**config.mk**
```make
export PLATFORM = sky130hd
export DESIGN_NAME = sorted_alarm_table_scheduler_core_flat
export DESIGN_NICKNAME = d
export VERILOG_FILES = /design/src/hdl/sats_pkg.sv /design/src/hdl/sats_req_if.sv /design/src/hdl/sats_rsp_if.sv /design/src/hdl/sats_csr_if.sv /design/src/hdl/sats_cell.sv /design/src/hdl/sorted_alarm_table_scheduler_core.sv /design/src/flat_wrapper.sv
export SDC_FILE = /design/constraint.sdc
export NUM_CORES = 2
export LEC_CHECK = 0
export BUFFER_PORTS_ARGS = -buffer_cell sky130_fd_sc_hd__buf_2
export CORE_ASPECT_RATIO = 1.5
export CORE_MARGIN = 2
export CORE_UTILIZATION = 30
export CTS_BUF_LIST = sky130_fd_sc_hd__clkbuf_2 sky130_fd_sc_hd__clkbuf_4 sky130_fd_sc_hd__clkbuf_8
export CTS_CLUSTER_DIAMETER = 80
export DETAILED_ROUTE_END_ITERATION = 10
export PLACE_DENSITY = 0.56
export SYNTH_ARGS = -nofsm -noshare
export SYNTH_HDL_FRONTEND = slang
export SYNTH_SLANG_ARGS = --single-unit
```
**constraint.sdc**
```tcl
create_clock -name clock -period 17.55 [get_ports clock]
set_input_delay 2.6325 -clock clock [delete_from_list [all_inputs] [get_ports clock]]
set_output_delay 2.6325 -clock clock [all_outputs]
set_load 0.02 [all_outputs]
```
**src/hdl/sats_pkg.sv**
```systemverilog
package sats_pkg;

   localparam int TIME_W = 17;
   localparam int ACT_W  = 3;
   localparam int OP_W   = 3;
   localparam int STS_W  = 2;
   localparam int SNZ_W  = 11;

   localparam int ACT_LIGHT = 0;
   localparam int ACT_RING  = 1;
   localparam int ACT_ONCE  = 2;

   localparam int SEC_PER_MIN   = 60;
   localparam int HOURS_PER_DAY = 24;
   localparam int MIN_PER_DAY   = SEC_PER_MIN * HOURS_PER_DAY;

   localparam int MIN_W  = 13;
   localparam int QUOT_W = 12;
   localparam int DAY_W  = 11;

   localparam int RECIP_W     = 18;
   localparam int RECIP_SHIFT = 23;
   localparam logic [RECIP_W-1:0] RECIP_60 =
      RECIP_W'(((1 << RECIP_SHIFT) + SEC_PER_MIN - 1) / SEC_PER_MIN);

   localparam logic [SNZ_W-1:0] SNOOZE_RESET = SNZ_W'(9);

   typedef enum logic [OP_W-1:0] {
      OP_SET    = 3'd0,
      OP_TICK   = 3'd1,
      OP_SNOOZE = 3'd2,
      OP_OFF    = 3'd3,
      OP_LIST   = 3'd4
   } op_type;

   typedef enum logic [STS_W-1:0] {
      STS_OK      = 2'd0,
      STS_FULL    = 2'd1,
      STS_MISS    = 2'd2,
      STS_UNKNOWN = 2'd3
   } status_type;

   typedef enum logic [2:0] {
      ST_IDLE,
      ST_SNZ_DIV,
      ST_SNZ_MOD,
      ST_EXEC,
      ST_LIST
   } state_type;

   typedef enum logic [2:0] {
      CMD_HOLD,
      CMD_UPDATE,
      CMD_INSERT,
      CMD_REMOVE_KEY,
      CMD_REMOVE_AT
   } cell_kind_type;

   typedef struct packed {
      cell_kind_type      kind;
      logic [TIME_W-1:0]  key_time;
      logic [ACT_W-1:0]   key_act;
   } cell_cmd_type;

   typedef struct packed {
      logic [STS_W-1:0]  status;
      logic              light_on;
      logic              light_off;
      logic              buzzer_on;
      logic              buzzer_off;
      logic [ACT_W-1:0]  active_actions;
      logic              entry_valid;
      logic [TIME_W-1:0] entry_time;
      logic [ACT_W-1:0]  entry_actions;
      logic              last;
   } rsp_type;

endpackage

```
**src/hdl/sats_req_if.sv**
```systemverilog
interface sats_req_if;
   import sats_pkg::*;

   logic                valid;
   logic                ready;
   logic [OP_W-1:0]     op;
   logic [TIME_W-1:0]   now_seconds;
   logic [TIME_W-1:0]   alarm_time;
   logic [ACT_W-1:0]    alarm_actions;

   modport source (output valid, op, now_seconds, alarm_time, alarm_actions, input ready);
   modport sink (input valid, op, now_seconds, alarm_time, alarm_actions, output ready);
endinterface

```
**src/hdl/sats_rsp_if.sv**
```systemverilog
interface sats_rsp_if;
   import sats_pkg::*;

   logic                valid;
   logic                ready;
   logic [STS_W-1:0]    status;
   logic                light_on;
   logic                light_off;
   logic                buzzer_on;
   logic                buzzer_off;
   logic [ACT_W-1:0]    active_actions;
   logic                entry_valid;
   logic [TIME_W-1:0]   entry_time;
   logic [ACT_W-1:0]    entry_actions;
   logic                last;

   modport source (output valid, status, light_on, light_off, buzzer_on, buzzer_off,
                   active_actions, entry_valid, entry_time, entry_actions, last,
                   input ready);
   modport sink (input valid, status, light_on, light_off, buzzer_on, buzzer_off,
                 active_actions, entry_valid, entry_time, entry_actions, last,
                 output ready);
endinterface

```
**src/hdl/sats_csr_if.sv**
```systemverilog
interface sats_csr_if;
   import sats_pkg::*;

   logic               valid;
   logic               ready;
   logic [SNZ_W-1:0]   data;

   modport source (output valid, data, input ready);
   modport sink (input valid, data, output ready);
endinterface

```
**src/hdl/sats_cell.sv**
```systemverilog
module sats_cell #(
   parameter int INDEX = 0,
   parameter int CNT_W = 5
) (
   input  logic                           clock,
   input  sats_pkg::cell_cmd_type         cmd,
   input  logic [CNT_W-1:0]               count,
   input  logic [CNT_W-1:0]               pos,
   input  logic [sats_pkg::TIME_W-1:0]    left_time,
   input  logic [sats_pkg::ACT_W-1:0]     left_act,
   input  logic                           left_lt,
   input  logic [sats_pkg::TIME_W-1:0]    right_time,
   input  logic [sats_pkg::ACT_W-1:0]     right_act,
   output logic [sats_pkg::TIME_W-1:0]    time_out,
   output logic [sats_pkg::ACT_W-1:0]     act_out,
   output logic                           lt_out,
   output logic                           eq_out
);
   import sats_pkg::*;

   logic [TIME_W-1:0] time_ff, time_in;
   logic [ACT_W-1:0]  act_ff, act_in;
   logic              live;

   assign live     = CNT_W'(INDEX) < count;
   assign lt_out   = live && (time_ff < cmd.key_time);
   assign eq_out   = live && (time_ff == cmd.key_time);
   assign time_out = time_ff;
   assign act_out  = act_ff;

   always_comb begin
      time_in = time_ff;
      act_in  = act_ff;
      unique case (cmd.kind)
         CMD_UPDATE: begin
            if (eq_out) begin
               act_in = cmd.key_act;
            end
         end
         CMD_INSERT: begin
            if (!lt_out) begin
               if (left_lt) begin
                  time_in = cmd.key_time;
                  act_in  = cmd.key_act;
               end else begin
                  time_in = left_time;
                  act_in  = left_act;
               end
            end
         end
         CMD_REMOVE_KEY: begin
            if (!lt_out) begin
               time_in = right_time;
               act_in  = right_act;
            end
         end
         CMD_REMOVE_AT: begin
            if (CNT_W'(INDEX) >= pos) begin
               time_in = right_time;
               act_in  = right_act;
            end
         end
         default: begin
         end
      endcase
   end

   always_ff @(posedge clock) begin
      time_ff <= time_in;
      act_ff  <= act_in;
   end

endmodule

```
**src/hdl/sorted_alarm_table_scheduler_core.sv**
```systemverilog
// Sorted daily alarm table.
// req_if carries one operation per request: set, tick, snooze, off or list,
// with the current time and the alarm time and actions for a set.
// rsp_if returns one result per request, or one per table entry for a list (one for an empty table);
// last marks the final result of each request. csr_if writes the snooze
// length in minutes; it is ready whenever reset is low and is meant to be
// written while idle.
// A set, tick, off or unknown request goes from acceptance to ST_EXEC,
// which loads the result register; a snooze that re-arms first passes
// ST_SNZ_DIV and ST_SNZ_MOD; a list gives one result per cycle while the
// receiver takes them, max(count, 1) results in all. req_if.ready is high
// again in the cycle after the last result is loaded. Every table edit is
// made by the row of cells at once, shifting entries left or right together.
// Reset empties the table, clears the active actions and the next-alarm
// pointer and sets the snooze length to 9 minutes.
// A stalled receiver holds the result register; the block finishes its
// request only once the register can take the result, and a list waits at
// each entry.
module sorted_alarm_table_scheduler_core #(
   parameter int TABLE_DEPTH = 16
) (
   input logic        clock,
   input logic        reset,
   sats_req_if.sink   req_if,
   sats_rsp_if.source rsp_if,
   sats_csr_if.sink   csr_if
);
   import sats_pkg::*;

   localparam int CNT_W = $clog2(TABLE_DEPTH + 1);
   localparam int IDX_W = (TABLE_DEPTH > 1) ? $clog2(TABLE_DEPTH) : 1;

   state_type          state_ff, state_in;
   logic [OP_W-1:0]    op_ff, op_in;
   logic [TIME_W-1:0]  now_ff, now_in;
   logic [TIME_W-1:0]  key_time_ff, key_time_in;
   logic [ACT_W-1:0]   key_act_ff, key_act_in;
   logic [QUOT_W-1:0]  quot_ff, quot_in;
   logic [CNT_W-1:0]   count_ff, count_in;
   logic [CNT_W-1:0]   next_ff, next_in;
   logic [ACT_W-1:0]   cur_ff, cur_in;
   logic [IDX_W-1:0]   list_cnt_ff, list_cnt_in;
   logic [SNZ_W-1:0]   snooze_ff, snooze_in;
   logic               rsp_valid_ff, rsp_valid_in;
   rsp_type            rsp_ff, rsp_in;

   cell_cmd_type       cmd;
   logic [CNT_W-1:0]   cmd_pos;

   logic [TIME_W-1:0]  cell_time  [TABLE_DEPTH];
   logic [ACT_W-1:0]   cell_act   [TABLE_DEPTH];
   logic [TABLE_DEPTH-1:0] cell_lt;
   logic [TABLE_DEPTH-1:0] cell_eq;
   logic [TIME_W-1:0]  left_time  [TABLE_DEPTH];
   logic [ACT_W-1:0]   left_act   [TABLE_DEPTH];
   logic [TABLE_DEPTH-1:0] left_lt;
   logic [TIME_W-1:0]  right_time [TABLE_DEPTH];
   logic [ACT_W-1:0]   right_act  [TABLE_DEPTH];

   logic                          req_fire;
   logic                          slot_free;
   logic                          found;
   logic [IDX_W-1:0]              rd_addr;
   logic [TIME_W-1:0]             rd_time;
   logic [ACT_W-1:0]              rd_act;
   logic                          list_last;
   logic [TIME_W+RECIP_W-1:0]     prod;
   logic [MIN_W-1:0]              mins_total;
   logic [MIN_W-1:0]              mins_wrap;
   logic [TIME_W-1:0]             snooze_time;

   cell_kind_type                 set_kind;
   logic [STS_W-1:0]              set_status;
   logic [CNT_W-1:0]              set_count;
   logic [CNT_W-1:0]              set_next;

   rsp_type                       res;

   // row of cells
   for (genvar g = 0; g < TABLE_DEPTH; g++) begin : g_cell
      if (g == 0) begin : g_head
         assign left_time[g] = key_time_ff;
         assign left_act[g]  = key_act_ff;
         assign left_lt[g]   = 1'b1;
      end else begin : g_body
         assign left_time[g] = cell_time[g-1];
         assign left_act[g]  = cell_act[g-1];
         assign left_lt[g]   = cell_lt[g-1];
      end
      if (g == TABLE_DEPTH - 1) begin : g_tail
         assign right_time[g] = cell_time[g];
         assign right_act[g]  = cell_act[g];
      end else begin : g_mid
         assign right_time[g] = cell_time[g+1];
         assign right_act[g]  = cell_act[g+1];
      end

      sats_cell #(
         .INDEX (g),
         .CNT_W (CNT_W)
      ) u_cell (
         .clock      (clock),
         .cmd        (cmd),
         .count      (count_ff),
         .pos        (cmd_pos),
         .left_time  (left_time[g]),
         .left_act   (left_act[g]),
         .left_lt    (left_lt[g]),
         .right_time (right_time[g]),
         .right_act  (right_act[g]),
         .time_out   (cell_time[g]),
         .act_out    (cell_act[g]),
         .lt_out     (cell_lt[g]),
         .eq_out     (cell_eq[g])
      );
   end

   assign req_fire  = req_if.valid && req_if.ready;
   assign slot_free = !rsp_valid_ff || rsp_if.ready;
   assign found     = |cell_eq;

   assign req_if.ready = (state_ff == ST_IDLE) && !reset;
   assign csr_if.ready = !reset;

   assign rd_addr   = (state_ff == ST_LIST) ? list_cnt_ff : next_ff[IDX_W-1:0];
   assign rd_time   = cell_time[rd_addr];
   assign rd_act    = cell_act[rd_addr];
   assign list_last = (CNT_W'(list_cnt_ff) + CNT_W'(1)) == count_ff;

   // snooze time: minute of day by reciprocal, then wrap into one day
   assign prod       = now_ff * RECIP_60;
   assign mins_total = MIN_W'(quot_ff) + MIN_W'(snooze_ff) + MIN_W'(1);

   always_comb begin
      if (mins_total >= MIN_W'(2 * MIN_PER_DAY)) begin
         mins_wrap = mins_total - MIN_W'(2 * MIN_PER_DAY);
      end else if (mins_total >= MIN_W'(MIN_PER_DAY)) begin
         mins_wrap = mins_total - MIN_W'(MIN_PER_DAY);
      end else begin
         mins_wrap = mins_total;
      end
   end

   assign snooze_time = TIME_W'(mins_wrap[DAY_W-1:0]) * TIME_W'(SEC_PER_MIN) + TIME_W'(1);

   // set, update or delete against the key
   always_comb begin
      set_kind   = CMD_HOLD;
      set_status = STS_OK;
      set_count  = count_ff;
      set_next   = next_ff;
      if (found) begin
         if (key_act_ff == '0) begin
            set_kind  = CMD_REMOVE_KEY;
            set_count = count_ff - CNT_W'(1);
         end else begin
            set_kind = CMD_UPDATE;
         end
      end else if (count_ff >= CNT_W'(TABLE_DEPTH)) begin
         set_status = STS_FULL;
      end else if (key_act_ff == '0) begin
         set_status = STS_MISS;
      end else begin
         set_kind  = CMD_INSERT;
         set_count = count_ff + CNT_W'(1);
         if (now_ff > key_time_ff && next_ff < CNT_W'(TABLE_DEPTH)) begin
            set_next = next_ff + CNT_W'(1);
         end
      end
   end

   always_comb begin
      state_in = state_ff;
      unique case (state_ff)
         ST_IDLE: begin
            if (req_fire) begin
               if (req_if.op == OP_SNOOZE && cur_ff != '0) begin
                  state_in = ST_SNZ_DIV;
               end else if (req_if.op == OP_LIST) begin
                  state_in = ST_LIST;
               end else begin
                  state_in = ST_EXEC;
               end
            end
         end
         ST_SNZ_DIV: state_in = ST_SNZ_MOD;
         ST_SNZ_MOD: state_in = ST_EXEC;
         ST_EXEC: begin
            if (slot_free) begin
               state_in = ST_IDLE;
            end
         end
         ST_LIST: begin
            if (slot_free && (count_ff == '0 || list_last)) begin
               state_in = ST_IDLE;
            end
         end
         default: state_in = ST_IDLE;
      endcase
   end

   always_comb begin
      op_in        = op_ff;
      now_in       = now_ff;
      key_time_in  = key_time_ff;
      key_act_in   = key_act_ff;
      quot_in      = quot_ff;
      count_in     = count_ff;
      next_in      = next_ff;
      cur_in       = cur_ff;
      list_cnt_in  = list_cnt_ff;
      snooze_in    = snooze_ff;
      rsp_valid_in = rsp_valid_ff && !rsp_if.ready;
      rsp_in       = rsp_ff;
      cmd.kind     = CMD_HOLD;
      cmd.key_time = key_time_ff;
      cmd.key_act  = key_act_ff;
      cmd_pos      = next_ff;
      res          = '0;
      res.last     = 1'b1;

      if (csr_if.valid) begin
         snooze_in = csr_if.data;
      end

      unique case (state_ff)
         ST_IDLE: begin
            if (req_fire) begin
               op_in       = req_if.op;
               now_in      = req_if.now_seconds;
               key_time_in = req_if.alarm_time;
               key_act_in  = req_if.alarm_actions;
               list_cnt_in = '0;
            end
         end
         ST_SNZ_DIV: begin
            quot_in = prod[RECIP_SHIFT +: QUOT_W];
         end
         ST_SNZ_MOD: begin
            key_time_in = snooze_time;
            key_act_in  = cur_ff | ACT_W'(1 << ACT_ONCE);
         end
         ST_EXEC: begin
            if (slot_free) begin
               unique case (op_ff)
                  OP_SET: begin
                     cmd.kind   = set_kind;
                     res.status = set_status;
                     count_in   = set_count;
                     next_in    = set_next;
                  end
                  OP_TICK: begin
                     if (count_ff != '0) begin
                        if (next_ff < count_ff) begin
                           if (now_ff > rd_time) begin
                              cur_in        = cur_ff | rd_act;
                              res.light_on  = rd_act[ACT_LIGHT];
                              res.buzzer_on = rd_act[ACT_RING];
                              if (rd_act[ACT_ONCE]) begin
                                 cmd.kind = CMD_REMOVE_AT;
                                 count_in = count_ff - CNT_W'(1);
                              end else begin
                                 next_in = next_ff + CNT_W'(1);
                              end
                           end
                        end else if (now_ff < TIME_W'(SEC_PER_MIN)) begin
                           next_in = '0;
                        end
                     end
                  end
                  OP_SNOOZE, OP_OFF: begin
                     if (op_ff == OP_SNOOZE && cur_ff != '0) begin
                        cmd.kind   = set_kind;
                        res.status = set_status;
                        count_in   = set_count;
                        next_in    = set_next;
                     end
                     cur_in         = '0;
                     res.light_off  = 1'b1;
                     res.buzzer_off = 1'b1;
                  end
                  default: begin
                     res.status = STS_UNKNOWN;
                  end
               endcase
               res.active_actions = cur_in;
               rsp_in             = res;
               rsp_valid_in       = 1'b1;
            end
         end
         ST_LIST: begin
            if (slot_free) begin
               res.active_actions = cur_ff;
               if (count_ff != '0) begin
                  res.entry_valid   = 1'b1;
                  res.entry_time    = rd_time;
                  res.entry_actions = rd_act;
                  res.last          = list_last;
                  list_cnt_in       = list_cnt_ff + IDX_W'(1);
               end
               rsp_in       = res;
               rsp_valid_in = 1'b1;
            end
         end
         default: begin
         end
      endcase
   end

   always_ff @(posedge clock) begin
      if (reset) begin
         state_ff     <= ST_IDLE;
         count_ff     <= '0;
         next_ff      <= '0;
         cur_ff       <= '0;
         list_cnt_ff  <= '0;
         snooze_ff    <= SNOOZE_RESET;
         rsp_valid_ff <= 1'b0;
      end else begin
         state_ff     <= state_in;
         count_ff     <= count_in;
         next_ff      <= next_in;
         cur_ff       <= cur_in;
         list_cnt_ff  <= list_cnt_in;
         snooze_ff    <= snooze_in;
         rsp_valid_ff <= rsp_valid_in;
      end
   end

   always_ff @(posedge clock) begin
      op_ff       <= op_in;
      now_ff      <= now_in;
      key_time_ff <= key_time_in;
      key_act_ff  <= key_act_in;
      quot_ff     <= quot_in;
      rsp_ff      <= rsp_in;
   end

   assign rsp_if.valid          = rsp_valid_ff;
   assign rsp_if.status         = rsp_ff.status;
   assign rsp_if.light_on       = rsp_ff.light_on;
   assign rsp_if.light_off      = rsp_ff.light_off;
   assign rsp_if.buzzer_on      = rsp_ff.buzzer_on;
   assign rsp_if.buzzer_off     = rsp_ff.buzzer_off;
   assign rsp_if.active_actions = rsp_ff.active_actions;
   assign rsp_if.entry_valid    = rsp_ff.entry_valid;
   assign rsp_if.entry_time     = rsp_ff.entry_time;
   assign rsp_if.entry_actions  = rsp_ff.entry_actions;
   assign rsp_if.last           = rsp_ff.last;

endmodule

```
**src/flat_wrapper.sv**
```systemverilog
// flat-port wrapper written by rule: the top's interface ports become plain ports
module sorted_alarm_table_scheduler_core_flat import sats_pkg::*;
#(
   parameter int TABLE_DEPTH = 16
)
  (clock, reset, req_if_valid, req_if_op, req_if_now_seconds, req_if_alarm_time, req_if_alarm_actions, req_if_ready, rsp_if_valid, rsp_if_status, rsp_if_light_on, rsp_if_light_off, rsp_if_buzzer_on, rsp_if_buzzer_off, rsp_if_active_actions, rsp_if_entry_valid, rsp_if_entry_time, rsp_if_entry_actions, rsp_if_last, rsp_if_ready, csr_if_valid, csr_if_data, csr_if_ready);
  sats_req_if req_if_i ();
  sats_rsp_if rsp_if_i ();
  sats_csr_if csr_if_i ();
  input logic clock;
  input logic reset;
  input wire logic [$bits(req_if_i.valid)-1:0] req_if_valid;
  input wire logic [$bits(req_if_i.op)-1:0] req_if_op;
  input wire logic [$bits(req_if_i.now_seconds)-1:0] req_if_now_seconds;
  input wire logic [$bits(req_if_i.alarm_time)-1:0] req_if_alarm_time;
  input wire logic [$bits(req_if_i.alarm_actions)-1:0] req_if_alarm_actions;
  output wire logic [$bits(req_if_i.ready)-1:0] req_if_ready;
  output wire logic [$bits(rsp_if_i.valid)-1:0] rsp_if_valid;
  output wire logic [$bits(rsp_if_i.status)-1:0] rsp_if_status;
  output wire logic [$bits(rsp_if_i.light_on)-1:0] rsp_if_light_on;
  output wire logic [$bits(rsp_if_i.light_off)-1:0] rsp_if_light_off;
  output wire logic [$bits(rsp_if_i.buzzer_on)-1:0] rsp_if_buzzer_on;
  output wire logic [$bits(rsp_if_i.buzzer_off)-1:0] rsp_if_buzzer_off;
  output wire logic [$bits(rsp_if_i.active_actions)-1:0] rsp_if_active_actions;
  output wire logic [$bits(rsp_if_i.entry_valid)-1:0] rsp_if_entry_valid;
  output wire logic [$bits(rsp_if_i.entry_time)-1:0] rsp_if_entry_time;
  output wire logic [$bits(rsp_if_i.entry_actions)-1:0] rsp_if_entry_actions;
  output wire logic [$bits(rsp_if_i.last)-1:0] rsp_if_last;
  input wire logic [$bits(rsp_if_i.ready)-1:0] rsp_if_ready;
  input wire logic [$bits(csr_if_i.valid)-1:0] csr_if_valid;
  input wire logic [$bits(csr_if_i.data)-1:0] csr_if_data;
  output wire logic [$bits(csr_if_i.ready)-1:0] csr_if_ready;
  assign req_if_i.valid = req_if_valid;
  assign req_if_i.op = req_if_op;
  assign req_if_i.now_seconds = req_if_now_seconds;
  assign req_if_i.alarm_time = req_if_alarm_time;
  assign req_if_i.alarm_actions = req_if_alarm_actions;
  assign req_if_ready = req_if_i.ready;
  assign rsp_if_valid = rsp_if_i.valid;
  assign rsp_if_status = rsp_if_i.status;
  assign rsp_if_light_on = rsp_if_i.light_on;
  assign rsp_if_light_off = rsp_if_i.light_off;
  assign rsp_if_buzzer_on = rsp_if_i.buzzer_on;
  assign rsp_if_buzzer_off = rsp_if_i.buzzer_off;
  assign rsp_if_active_actions = rsp_if_i.active_actions;
  assign rsp_if_entry_valid = rsp_if_i.entry_valid;
  assign rsp_if_entry_time = rsp_if_i.entry_time;
  assign rsp_if_entry_actions = rsp_if_i.entry_actions;
  assign rsp_if_last = rsp_if_i.last;
  assign rsp_if_i.ready = rsp_if_ready;
  assign csr_if_i.valid = csr_if_valid;
  assign csr_if_i.data = csr_if_data;
  assign csr_if_ready = csr_if_i.ready;
  sorted_alarm_table_scheduler_core #(.TABLE_DEPTH(TABLE_DEPTH)) u_core (.clock(clock), .reset(reset), .req_if(req_if_i), .rsp_if(rsp_if_i), .csr_if(csr_if_i));
endmodule
```
==> results.ini <==
[run_status]
status = finished, final reports clean

[drt]
vias_per_cell = 5.48
via_count = 28300
drc_errors = 0
wirelength_mm = 126
drtPass1Iterations = 5
routedWlPerCell_um = 24.4
drt_iter0_markers = 2150
ant_nets = 0

[finish]
layout.nets = 4119
syn_to_final_growth_pct = 10.7
final_common_cell = ha_1
final_area_um2 = 39800
layout-drive-gt1-share_pct = 12.4
layout_common_cells = ha_1, edfxtp_1, nand2_1, mux2i_1, o21ai_1

[logic_synthesis]
synth-main-ff-cell = edfxtp_1
syn_area_per_cell_um2 = 10.3
async_reset_ff_share_pct = 0
synth_warnings = 0
syn_area_um2 = 36000
synth_top_area_share_pct = 33.6
synth_area_leaders = edfxtp_1, ha_1, mux2i_1
yosysSeqAreaShare_pct = 35.4
synth-seq-cells = 434
ys_types = 87
syn_inst = 3475
yosysTopAreaCell = edfxtp_1
synth_nets = 4061
synth_edf_count = 402

[worst_setup_path]
crit_top_cell = buf_4
cp-start-kind = flip-flop
path_cells = nor3b_4 > nor2_1 > a21oi_4 > buf_4 > buf_4 > mux4_2 > mux2_2 > o21ai_0 > ha_1 > nand4_1 > nor2_1 > o211ai_1 > o221ai_1 > o2111ai_1 > nand2b_1 > o32ai_4 > buf_4 > buf_4 > o21ai_0
cp-end-kind = flip-flop
cp_slowest_stage_delay_ns = 1.01
cpMaxStageDelayCell = buf_4
worstSetupPathType = reg2reg
cp_data_arrival_time_ns = 9.17
required_ns = 18.01
cp_max_fo = 121

[hold_path]
hp-class = reg2reg

[cts]
clock_path_buffers = 3
path_clk_slew_ns = 0.07
cts-hold-fix-buffers = 0
htree_levels = 3
cts_made_buffers = 75
cts_tree = built
clk_latency_ns = 0.77
cts.sinks = 434
root_buffer = clkbuf_8
cts_resized = 0
postCtsSetupBuffers = 0

[pwr]
power_uw = 6750
power.density_nw_per_um2 = 170
vdd_ir_drop_max_mv = 0.300
power_leakage_uw = 0.0159

[global_route]
grt_usage_pct = 20.3
grt_pass1_vias = 28800
grt_pass1_wl_mm = 186
grt_max_degree = 122
grt-ovfl-total = 0
antenna_found_initial = 2

[sta]
finalWorstSetupSlack_ns = 8.84
slew_headroom_pct = 17.4
slew_violations = 0
min_period_over_period_pct = 49.6
rsz0062_at_grt = no
clock_skew_ns = 0.0500
finalWorstPathRequiredPeriod_ns = 8.71
setup_tns_ns = 0
finalHoldViolCount = 0
tightest_slew_ns = 1.24
clock.fmax_mhz = 115
setup_viol = 0

[placement]
placed_cell_area_um2 = 38200
portBuffers = 89
gp_congestion = 0.930
place_ws_ns = 8.97
place_hpwl_mm = 97.0

[die]
core_um2 = 119000
die_w_um = 287
design.die.area_um2 = 123000
io_pins = 90
start_util_pct = 30.2
rows = 155
die_h_um = 428

[flow_run]
cap_violations = 0

==> logic make-up after synthesis <==
| logic type | synth area share, % |
|---|---|
| compound gates | 15.2 |
| simple gates | 10.7 |
| fa+ha+maj | 19.5 |
| flops | 35.4 |
| mux | 13.5 |
| buf+inv | 4.63 |
| xor+xnor | 1.12 |
==> sequential cells by signal (all words and copies together) (netlist names), 4 cells and up <==
register                       count
u_core.snooze_ff                  11
u_core.key_time_ff                17
u_core.list_cnt_ff                 4
u_core.quot_ff                    12
u_core.g_cell.u_cell.act_out      48
u_core.rsp_if.entry_time          17
u_core.now_ff                     17
u_core.cmd_pos                     5
u_core.g_cell.u_cell.time_out    272
u_core.count_ff                    5
==> final cells by class <==
class	count	area (um2)
inverters	201	754
clock buffers	104	1290
repair buffers	158	963
diodes	1	2.50
multi-input cells	2663	21800
clock inverters	31	312
fillers	12100	79100
well taps	1570	1960
flip-flops and latches	434	12700
==> metrics by stage <==
| stage | hold slack, ns | utilization (%) | instances |
|---|---|---|---|
| 3_3_place_gp | 0.469 | 32.1 | 5026 |
| 6_report | 0.497 | 33.5 | 5162 |
| 2_1_floorplan | 0.449 | - | 3475 |
| 5_1_grt | 0.517 | 33.5 | 5162 |
| 4_1_cts | 0.492 | 33.5 | 5161 |
| 3_5_place_dp | 0.473 | 32.1 | 5026 |
==> critical path, delay by kind of cell (launching register included) <==
family / cells / cell delay [ns]
compound gates: 7 / 1.61
mux: 2 / 0.90
simple gates: 5 / 1.62
buf+inv: 4 / 3.28
fa+ha+maj: 1 / 0.22
flops: 1 / 0.55
==> metal layers <==
| metal | up-vias | GRT usage [%] | share of wire [%] | wire length [um] |
|---|---|---|---|---|
| li1 | 13100 | - | - | - |
| met1 | 13800 | 21.5 | 36 | 44900 |
| met2 | 997 | 36.5 | 51 | 64800 |
| met3 | 368 | 2.99 | 5.1 | 6370 |
| met4 | 2 | 14.5 | 7.9 | 9970 |
| met5 | - | 0 | 0.010 | 13 |
==> synthesized netlist by cell type (all sizes together), types with 4 or more instances <==
master,n
nor2b,44
nor3,37
mux4,77
o21a,67
xnor2,30
nand2,381
a31oi,14
o211ai,14
buf,78
a32o,5
or3,11
a32oi,13
o21bai,37
nand2b,18
and4,9
mux2i,276
nor4,14
a2111oi,5
or2,7
o32ai,22
dfxtp,32
a21o,76
and2,14
nand3b,5
nand4b,4
inv,199
nand3,34
o2bb2ai,8
nand4,72
a211oi,37
o21ai,390
o31ai,16
fa,51
a21oi,132
mux2,32
o31a,6
and3,14
clkbuf,99
nor2,145
edfxtp,402
xor2,15
ha,479
nor3b,5
==> where the power goes <==
part	internal (uW)	switching, uW
clock	567	475
combinational	1810	2500
sequential	1290	116
total	3660	3090
==> final timing paths <==
kind                                           from  slack (ns)  cells past startpoint                                   end
worst max-delay path             u_core.state_ff[2]        8.84                     19  u_core.g_cell[14].u_cell.time_out[1]
worst min-delay path            u_core.snooze_ff[3]        0.50                      2                   u_core.snooze_ff[3]
worst max register to register   u_core.state_ff[2]        8.84                     19  u_core.g_cell[14].u_cell.time_out[1]
worst min register to register  u_core.snooze_ff[3]        0.50                      2                   u_core.snooze_ff[3]
No activity file was read; power rests on OpenSTA's default activity.
